===== config.mk =====
export PLATFORM = sky130hd
export DESIGN_NAME = utf8_to_thai_broadcast_charset_core
export DESIGN_NICKNAME = d
export VERILOG_FILES = /design/src/rtl/core/u2tbc_pkg.sv /design/src/rtl/core/u2tbc_front.sv /design/src/rtl/core/u2tbc_queue.sv /design/src/rtl/core/u2tbc_back.sv /design/src/rtl/core/utf8_to_thai_broadcast_charset_core.sv
export SDC_FILE = /design/constraint.sdc
export NUM_CORES = 1
export LEC_CHECK = 0
export ABC_AREA = 1
export BUFFER_PORTS_ARGS = -buffer_cell sky130_fd_sc_hd__buf_4
export CAP_MARGIN = 20
export CORE_ASPECT_RATIO = 0.9
export CORE_UTILIZATION = 65
export CTS_CLUSTER_SIZE = 25
export DETAILED_ROUTE_END_ITERATION = 7
export MAX_ROUTING_LAYER = met4
export PLACE_DENSITY_LB_ADDON = 0.08
export SLEW_MARGIN = 20
export SYNTH_ARGS = -nofsm -noshare
export SYNTH_HDL_FRONTEND = slang
export SYNTH_SLANG_ARGS = --single-unit

===== constraint.sdc =====
create_clock -name clk_i -period 4.8 [get_ports clk_i]
set_input_delay 0.96 -clock clk_i [delete_from_list [all_inputs] [get_ports clk_i]]
set_output_delay 0.96 -clock clk_i [all_outputs]
set_load 0.02 [all_outputs]

===== src/rtl/core/u2tbc_pkg.sv =====
// ----------------------------------------------------------------------------
// UTF-8 to Thai broadcast charset package
// Shared types and constants for the decoder front, queue and emitter.
// ----------------------------------------------------------------------------
package u2tbc_pkg;

  localparam logic [7:0] HeaderByte      = 8'h0E;
  localparam logic [7:0] ReplacementByte = 8'h3F;

  // One decoded input transaction: header flag, number of charset bytes
  // (zero, one or two copies of data), end of text and the malformed flag.
  typedef struct packed {
    logic       hdr;
    logic [1:0] cnt;
    logic [7:0] data;
    logic       done;
    logic       malformed;
  } desc_t;

endpackage


===== src/rtl/core/u2tbc_front.sv =====
// ----------------------------------------------------------------------------
// UTF-8 to Thai broadcast charset decoder front
// Accepts text bytes, runs the UTF-8 decoder and produces one descriptor
// per input transaction that yields at least one result.
// ----------------------------------------------------------------------------
module u2tbc_front (
  input  logic             clk_i,
  input  logic             rst_ni,
  input  logic             in_valid_i,
  output logic             in_stall_o,
  input  logic [7:0]       text_byte_i,
  input  logic             end_of_text_i,
  input  logic             q_full_i,
  output logic             q_push_o,
  output u2tbc_pkg::desc_t q_desc_o
);
  import u2tbc_pkg::*;

  logic [20:0] acc_q, acc_d;
  logic [1:0]  rem_q, rem_d;
  logic [1:0]  len_q, len_d;
  logic [7:0]  lead_q, lead_d;
  logic        hdr_sent_q, hdr_sent_d;
  logic        err_q, err_d;

  logic        accept;
  logic        lead_ascii;
  logic [1:0]  lead_len;
  logic [20:0] lead_acc;
  logic        cont;
  logic        second_ok;
  logic        use_lead;
  logic        emit_cp;
  logic [20:0] cp;
  logic [20:0] acc_next;
  logic        err_n;
  logic        mapped;
  logic [7:0]  cp_low;
  logic [1:0]  cnt;
  logic [7:0]  data;

  assign accept     = in_valid_i && !q_full_i;
  assign in_stall_o = q_full_i;

  assign lead_ascii = !text_byte_i[7];
  assign cont       = (text_byte_i[7:6] == 2'b10);
  assign acc_next   = {acc_q[14:0], text_byte_i[5:0]};

  always_comb begin
    lead_len = 2'd0;
    lead_acc = 21'd0;
    if (text_byte_i >= 8'hC2 && text_byte_i <= 8'hDF) begin
      lead_len = 2'd1;
      lead_acc = {16'd0, text_byte_i[4:0]};
    end else if (text_byte_i >= 8'hE0 && text_byte_i <= 8'hEF) begin
      lead_len = 2'd2;
      lead_acc = {17'd0, text_byte_i[3:0]};
    end else if (text_byte_i >= 8'hF0 && text_byte_i <= 8'hF4) begin
      lead_len = 2'd3;
      lead_acc = {18'd0, text_byte_i[2:0]};
    end
  end

  always_comb begin
    unique case (lead_q)
      8'hE0:   second_ok = (text_byte_i >= 8'hA0);
      8'hED:   second_ok = (text_byte_i <= 8'h9F);
      8'hF0:   second_ok = (text_byte_i >= 8'h90);
      8'hF4:   second_ok = (text_byte_i <= 8'h8F);
      default: second_ok = 1'b1;
    endcase
  end

  always_comb begin
    acc_d    = acc_q;
    rem_d    = rem_q;
    len_d    = len_q;
    lead_d   = lead_q;
    err_n    = err_q;
    emit_cp  = 1'b0;
    cp       = 21'd0;
    use_lead = 1'b0;

    if (rem_q != 2'd0) begin
      if (!cont) begin
        err_n    = 1'b1;
        use_lead = 1'b1;
        acc_d    = 21'd0;
        rem_d    = 2'd0;
        len_d    = 2'd0;
        lead_d   = 8'd0;
      end else if (rem_q == len_q && !second_ok) begin
        err_n  = 1'b1;
        acc_d  = 21'd0;
        rem_d  = 2'd0;
        len_d  = 2'd0;
        lead_d = 8'd0;
      end else if (rem_q == 2'd1) begin
        emit_cp = 1'b1;
        cp      = acc_next;
        acc_d   = 21'd0;
        rem_d   = 2'd0;
        len_d   = 2'd0;
        lead_d  = 8'd0;
      end else begin
        acc_d = acc_next;
        rem_d = rem_q - 2'd1;
      end
    end else begin
      use_lead = 1'b1;
    end

    if (use_lead) begin
      if (lead_ascii) begin
        emit_cp = 1'b1;
        cp      = {13'd0, text_byte_i};
      end else if (lead_len != 2'd0) begin
        acc_d  = lead_acc;
        len_d  = lead_len;
        rem_d  = lead_len;
        lead_d = text_byte_i;
      end else begin
        err_n = 1'b1;
      end
    end

    if (end_of_text_i && rem_d != 2'd0) begin
      err_n = 1'b1;
    end

    hdr_sent_d = 1'b1;
    err_d      = err_n;
    if (end_of_text_i) begin
      acc_d      = 21'd0;
      rem_d      = 2'd0;
      len_d      = 2'd0;
      lead_d     = 8'd0;
      hdr_sent_d = 1'b0;
      err_d      = 1'b0;
    end
  end

  assign cp_low = cp[7:0];
  assign mapped = (cp[20:8] == 13'h000E) &&
                  ((cp_low >= 8'h01 && cp_low <= 8'h2E) ||
                   (cp_low >= 8'h30 && cp_low <= 8'h4F) ||
                   (cp_low >= 8'h50 && cp_low <= 8'h5B));

  always_comb begin
    if (!emit_cp) begin
      cnt = 2'd0;
    end else if (cp[20:16] != 5'd0) begin
      cnt = 2'd2;
    end else begin
      cnt = 2'd1;
    end
  end

  assign data = (mapped || cp[20:7] == 14'd0) ? cp_low : ReplacementByte;

  assign q_desc_o = '{hdr: !hdr_sent_q, cnt: cnt, data: data,
                      done: end_of_text_i, malformed: err_n};
  assign q_push_o = accept && (!hdr_sent_q || cnt != 2'd0 || end_of_text_i);

  always_ff @(posedge clk_i or negedge rst_ni) begin
    if (!rst_ni) begin
      acc_q      <= 21'd0;
      rem_q      <= 2'd0;
      len_q      <= 2'd0;
      lead_q     <= 8'd0;
      hdr_sent_q <= 1'b0;
      err_q      <= 1'b0;
    end else if (accept) begin
      acc_q      <= acc_d;
      rem_q      <= rem_d;
      len_q      <= len_d;
      lead_q     <= lead_d;
      hdr_sent_q <= hdr_sent_d;
      err_q      <= err_d;
    end
  end

endmodule


===== src/rtl/core/u2tbc_queue.sv =====
// ----------------------------------------------------------------------------
// UTF-8 to Thai broadcast charset descriptor queue
// A small first-in first-out buffer between the decoder and the emitter.
// ----------------------------------------------------------------------------
module u2tbc_queue #(
  parameter int unsigned Depth = 2
) (
  input  logic             clk_i,
  input  logic             rst_ni,
  input  logic             push_i,
  input  u2tbc_pkg::desc_t push_desc_i,
  output logic             full_o,
  input  logic             pop_i,
  output logic             valid_o,
  output u2tbc_pkg::desc_t head_o
);
  import u2tbc_pkg::*;

  localparam int unsigned PtrW = (Depth > 1) ? $clog2(Depth) : 1;
  localparam int unsigned CntW = $clog2(Depth + 1);

  desc_t            mem_q [Depth];
  logic [PtrW-1:0]  wr_ptr_q, rd_ptr_q;
  logic [CntW-1:0]  count_q;
  logic             do_push, do_pop;

  assign full_o  = (count_q == CntW'(Depth));
  assign valid_o = (count_q != '0);
  assign head_o  = mem_q[rd_ptr_q];
  assign do_push = push_i && !full_o;
  assign do_pop  = pop_i && valid_o;

  always_ff @(posedge clk_i) begin
    if (do_push) begin
      mem_q[wr_ptr_q] <= push_desc_i;
    end
  end

  always_ff @(posedge clk_i or negedge rst_ni) begin
    if (!rst_ni) begin
      wr_ptr_q <= '0;
      rd_ptr_q <= '0;
      count_q  <= '0;
    end else begin
      if (do_push) begin
        wr_ptr_q <= (wr_ptr_q == PtrW'(Depth - 1)) ? '0 : wr_ptr_q + PtrW'(1);
      end
      if (do_pop) begin
        rd_ptr_q <= (rd_ptr_q == PtrW'(Depth - 1)) ? '0 : rd_ptr_q + PtrW'(1);
      end
      if (do_push && !do_pop) begin
        count_q <= count_q + CntW'(1);
      end else if (do_pop && !do_push) begin
        count_q <= count_q - CntW'(1);
      end
    end
  end

endmodule


===== src/rtl/core/u2tbc_back.sv =====
// ----------------------------------------------------------------------------
// UTF-8 to Thai broadcast charset emitter
// Expands each descriptor into its result transactions and holds them in an
// output register towards the receiver.
// ----------------------------------------------------------------------------
module u2tbc_back (
  input  logic             clk_i,
  input  logic             rst_ni,
  input  logic             q_valid_i,
  input  u2tbc_pkg::desc_t q_head_i,
  output logic             q_pop_o,
  output logic             out_valid_o,
  input  logic             out_stall_i,
  output logic [7:0]       out_byte_o,
  output logic             byte_present_o,
  output logic             text_done_o,
  output logic             malformed_o
);
  import u2tbc_pkg::*;

  logic [1:0] idx_q;
  logic       valid_q;
  logic [7:0] byte_q;
  logic       present_q, done_q, mal_q;

  logic       marker;
  logic [1:0] total;
  logic       last_piece;
  logic       load;
  logic [7:0] piece_byte;
  logic       piece_present;

  assign marker     = !q_head_i.hdr && (q_head_i.cnt == 2'd0);
  assign total      = {1'b0, q_head_i.hdr} + q_head_i.cnt + {1'b0, marker};
  assign last_piece = (idx_q == total - 2'd1);
  assign load       = q_valid_i && (!valid_q || !out_stall_i);
  assign q_pop_o    = load && last_piece;

  always_comb begin
    if (q_head_i.hdr && idx_q == 2'd0) begin
      piece_byte    = HeaderByte;
      piece_present = 1'b1;
    end else if (marker) begin
      piece_byte    = 8'd0;
      piece_present = 1'b0;
    end else begin
      piece_byte    = q_head_i.data;
      piece_present = 1'b1;
    end
  end

  always_ff @(posedge clk_i) begin
    if (load) begin
      byte_q    <= piece_byte;
      present_q <= piece_present;
      done_q    <= q_head_i.done && last_piece;
      mal_q     <= q_head_i.malformed;
    end
  end

  always_ff @(posedge clk_i or negedge rst_ni) begin
    if (!rst_ni) begin
      valid_q <= 1'b0;
      idx_q   <= 2'd0;
    end else begin
      if (load) begin
        valid_q <= 1'b1;
        idx_q   <= last_piece ? 2'd0 : idx_q + 2'd1;
      end else if (!out_stall_i) begin
        valid_q <= 1'b0;
      end
    end
  end

  assign out_valid_o    = valid_q;
  assign out_byte_o     = byte_q;
  assign byte_present_o = present_q;
  assign text_done_o    = done_q;
  assign malformed_o    = mal_q;

endmodule


===== src/rtl/core/utf8_to_thai_broadcast_charset_core.sv =====
// ----------------------------------------------------------------------------
// UTF-8 to Thai broadcast charset converter
// Input channel: in_valid_i / in_stall_o with text_byte_i and end_of_text_i.
// Output channel: out_valid_o / out_stall_i with out_byte_o, byte_present_o,
// text_done_o and malformed_o. A transaction completes on a rising edge with
// valid high and stall low.
// Each text starts with the header byte 0x0E. Every completed code point gives
// one charset byte, or two replacement bytes above U+FFFF. A final byte that
// yields nothing produces an end marker with byte_present_o low.
// Input transactions pass through the descriptor queue to the output register.
// The block takes one byte per cycle while the queue is not full; a byte giving
// several results sends them one at a time, so the rate is set by the single-result output register.
// A descriptor queue of QueueDepth entries separates decoder and emitter, so
// input is taken while the receiver stalls until the queue is full; a stalled
// result holds its payload unchanged.
// Reset clears the decoder, the queue and the output register; the next byte
// begins a new text.
// ----------------------------------------------------------------------------
module utf8_to_thai_broadcast_charset_core #(
  parameter int unsigned QueueDepth = 2
) (
  input  logic       clk_i,
  input  logic       rst_ni,
  input  logic       in_valid_i,
  output logic       in_stall_o,
  input  logic [7:0] text_byte_i,
  input  logic       end_of_text_i,
  output logic       out_valid_o,
  input  logic       out_stall_i,
  output logic [7:0] out_byte_o,
  output logic       byte_present_o,
  output logic       text_done_o,
  output logic       malformed_o
);
  import u2tbc_pkg::*;

  desc_t push_desc, head_desc;
  logic  q_full, q_push, q_pop, q_valid;

  u2tbc_front u_front (
    .clk_i         (clk_i),
    .rst_ni        (rst_ni),
    .in_valid_i    (in_valid_i),
    .in_stall_o    (in_stall_o),
    .text_byte_i   (text_byte_i),
    .end_of_text_i (end_of_text_i),
    .q_full_i      (q_full),
    .q_push_o      (q_push),
    .q_desc_o      (push_desc)
  );

  u2tbc_queue #(
    .Depth (QueueDepth)
  ) u_queue (
    .clk_i       (clk_i),
    .rst_ni      (rst_ni),
    .push_i      (q_push),
    .push_desc_i (push_desc),
    .full_o      (q_full),
    .pop_i       (q_pop),
    .valid_o     (q_valid),
    .head_o      (head_desc)
  );

  u2tbc_back u_back (
    .clk_i          (clk_i),
    .rst_ni         (rst_ni),
    .q_valid_i      (q_valid),
    .q_head_i       (head_desc),
    .q_pop_o        (q_pop),
    .out_valid_o    (out_valid_o),
    .out_stall_i    (out_stall_i),
    .out_byte_o     (out_byte_o),
    .byte_present_o (byte_present_o),
    .text_done_o    (text_done_o),
    .malformed_o    (malformed_o)
  );

endmodule


==> flow_summary.json <==
{
  "ios": 26,
  "remaining_drc_errors": 0,
  "finalClockSkew_ns": 0.0100,
  "die-height_um": 74.5,
  "final_area_mm2": 0.00427,
  "reg2reg_depth": 13,
  "hpwl_um": 5680,
  "wl_per_cell_um": 15.5,
  "synth-seq-cells": 73,
  "synth.yosys.warnings": 0,
  "grt_pass1_vias": 2839,
  "drt_pre_antenna_iters": 5,
  "synth_area_leader_cell": "edfxtp_1",
  "hold_path_depth": 2,
  "power_mw": 2.80,
  "critPathKind": "flop to flop",
  "ir_drop_mv": 0.655,
  "crit_arrival_ns": 3.91,
  "min_path_type": "flop to flop",
  "leakagePower_nw": 1.90,
  "tns_ns": 0,
  "clk_pin_slew_ns": 0.08,
  "synth_edf_count": 37,
  "fmax_mhz": 271,
  "hold_viol": 0,
  "grt_max_degree": 37,
  "via_count": 2986,
  "finalNetCount": 463,
  "post_cts_resized": 0,
  "clk_path_buf_depth": 2,
  "worst_slack_ns": 1.11,
  "drive_above_1_share_pct": 15.3,
  "drtAntennaViolNets": 0,
  "cp_cell_sequence": "inv_1, or2_2, o21a_1, nand3b_1, ha_1, xnor2_1, xor2_1, inv_1, nand3_1, ha_1, a21oi_1, o21ai_0, xor2_1",
  "relSlewSlack_pct": 50.9,
  "ys_types": 42,
  "cpMaxStageDelayCell": "dfrtp_1",
  "grt_pass1_wl_um": 13500,
  "synthTopCellsByArea": "edfxtp_1 (29%), dfrtp_1 (24%), nand2_1 (8.2%)",
  "switching_power_mw": 1.12,
  "port_buffers": 25,
  "placementRows": 26,
  "holdBufCountCts": 0,
  "finalHoldWorstSlack_ns": 0.514,
  "start_util_pct": 67.0,
  "dpl_cell_area_mm2": 0.00402,
  "num_antenna_cells": 0,
  "grt_overflow_total": 0,
  "end_kind": "flop",
  "place_ws_ns": 1.21,
  "cp-start-kind": "flop",
  "synth.top_cell.area_share_pct": 29.3,
  "cts_setup_buffers": 0,
  "clockPowerShare_pct": 20.9,
  "rsz0062_at_grt": "no",
  "synth.most_common_cell": "nand2_1",
  "routed_wl_um": 8070,
  "max_cap_viol_count": 0,
  "period_needed_ns": 3.69,
  "track_usage_pct": 31.5,
  "antenna_found_initial": 0,
  "status": "completed",
  "ys_seq_area_share_pct": 53.1,
  "die_w_um": 82.5,
  "slew_violations": 0,
  "synth_commonest_cells": "nand2_1 (83), inv_1 (52), nor2_1 (45)",
  "pwr-share-seq_pct": 38.4,
  "power_density_mw_per_mm2": 656,
  "synthCells": 418,
  "clk_latency_ns": 0.35,
  "core_region_area_mm2": 0.00566,
  "drt_iter0_markers": 155,
  "internal_power_mw": 1.67,
  "p_comb_share_pct": 40.7,
  "routabilityCongestion": 0.909,
  "cp_data_required_time_ns": 5.02,
  "htree_levels": 3,
  "tritoncts": "built",
  "area_growth_pct": 12.5,
  "cp_max_fo": 14,
  "switching_share_pct": 40.2,
  "async_flop_share_pct": 49.3,
  "max_stage_delay_ns": 0.67,
  "ctsRootBufferMaster": "clkbuf_8",
  "syn_area_per_cell_um2": 9.07,
  "cts_buffers": 9,
  "fp.dieArea_mm2": 0.00614,
  "fin_crit_sh_pct": 76.9,
  "drt-vias-per-instance": 5.74,
  "tightest_slew_ns": 0.737,
  "netlist_area_mm2": 0.00379,
  "clkSinkCount": 73,
  "synthFlopType": "edfxtp_1",
  "setup_viol": 0
}
==> per-layer routing <==
metal / vias up / track usage, % / part of all wire (%)
li1: 1459 / - / -
met2: 82 / 51.9 / 51
met5: - / - / 0
met4: 0 / 10.2 / 2.0
met1: 1429 / 38.4 / 43
met3: 16 / 7.48 / 4.2
==> flip-flops by register name (all words and copies together), names as in the netlist <==
register / count
u_queue.mem_q: 26
u_front.acc_q: 15
u_back.out_byte_o: 8
u_front.lead_q: 8
u_back.idx_q: 2
u_front.len_q: 2
u_front.rem_q: 2
u_queue.count_q: 2
u_back.byte_present_o: 1
u_back.malformed_o: 1
u_back.out_valid_o: 1
u_back.text_done_o: 1
u_front.err_q: 1
u_front.hdr_sent_q: 1
u_queue.rd_ptr_q: 1
u_queue.wr_ptr_q: 1
==> through the flow <==
stage	util [%]	cells
final	75.4	520
after detailed placement	71.0	503
after global placement	71.0	503
after CTS	75.2	519
after floorplan	-	419
after global routing	75.4	520
==> cell families after synthesis <==
| logic type | Yosys count | synth area share, % |
|---|---|---|
| mux | 2 | 0.528 |
| xor+xnor | 10 | 2.31 |
| compound gates | 81 | 13.3 |
| fa+ha+maj | 5 | 1.65 |
| buf+inv | 68 | 7.19 |
| other cells | 1 | 0.0989 |
| flops | 73 | 53.1 |
| simple gates | 178 | 21.8 |
==> cell type report <==
cell class              count  area (um^2)
clock buffers              10          128
clock inverters             6          114
fillers                   409         1390
inverters                  56          210
multi-input cells         278         1510
flip-flops and latches     73         2010
well taps                  70         87.6
repair buffers             27          203
==> power groups by stage <==
stage / Clock, mW / Combinational, mW / Sequential (mW)
floorplan: 0 / 0.785 / 1.10
CTS: 0.589 / 1.13 / 1.07
finish: 0.585 / 1.14 / 1.07
global placement: 0 / 1.07 / 1.07
detailed placement: 0 / 1.12 / 1.08
global route: 0.612 / 1.29 / 1.10
==> critical path, delay by kind of cell, from the launching register on <==
family | cells | cell delay, ns
simple gates | 3 | 0.80
flops | 1 | 0.67
compound gates | 3 | 0.42
xor+xnor | 3 | 0.50
fa+ha+maj | 2 | 0.73
buf+inv | 2 | 0.44
==> layout by cell type, fill, tap and decap left out, types with 2 or more instances in the layout <==
master	count
a21oi_1	22
a22oi_1	2
buf_4	27
bufinv_16	3
clkbuf_8	9
clkinvlp_4	2
conb_1	2
dfrtp_1	36
edfxtp_1	37
ha_1	5
inv_1	52
inv_2	4
mux2i_1	2
nand2_1	83
nand2_2	4
nand2_4	3
nand3_1	20
nand3_2	2
nand3b_1	4
nand4_1	2
nor2_1	44
nor2_2	3
nor2_4	5
nor3_1	3
nor4_1	2
o211ai_1	5
o21ai_0	20
o21ai_1	2
o21ai_2	2
o22ai_1	13
o31ai_1	5
o41ai_1	5
xnor2_1	3
xor2_1	7
==> worst paths after layout <==
check	start	to	slack, ns
setup / recovery	u_queue.rd_ptr_q$_DFFE_PN0P_	u_queue.count_q[1]$_DFFE_PN0P_	1.11
setup reg to reg	u_queue.rd_ptr_q$_DFFE_PN0P_	u_queue.count_q[1]$_DFFE_PN0P_	1.11
hold / removal	u_front.acc_q[12]$_DFFE_PN0P_	u_front.acc_q[12]$_DFFE_PN0P_	0.51
min in group asynchronous	rst_ni	u_front.len_q[0]$_DFFE_PN0P_	0.57
max in group asynchronous	rst_ni	u_front.acc_q[12]$_DFFE_PN0P_	3.90
hold reg to reg	u_front.acc_q[12]$_DFFE_PN0P_	u_front.acc_q[12]$_DFFE_PN0P_	0.51
(Power assumes the default switching activity.)
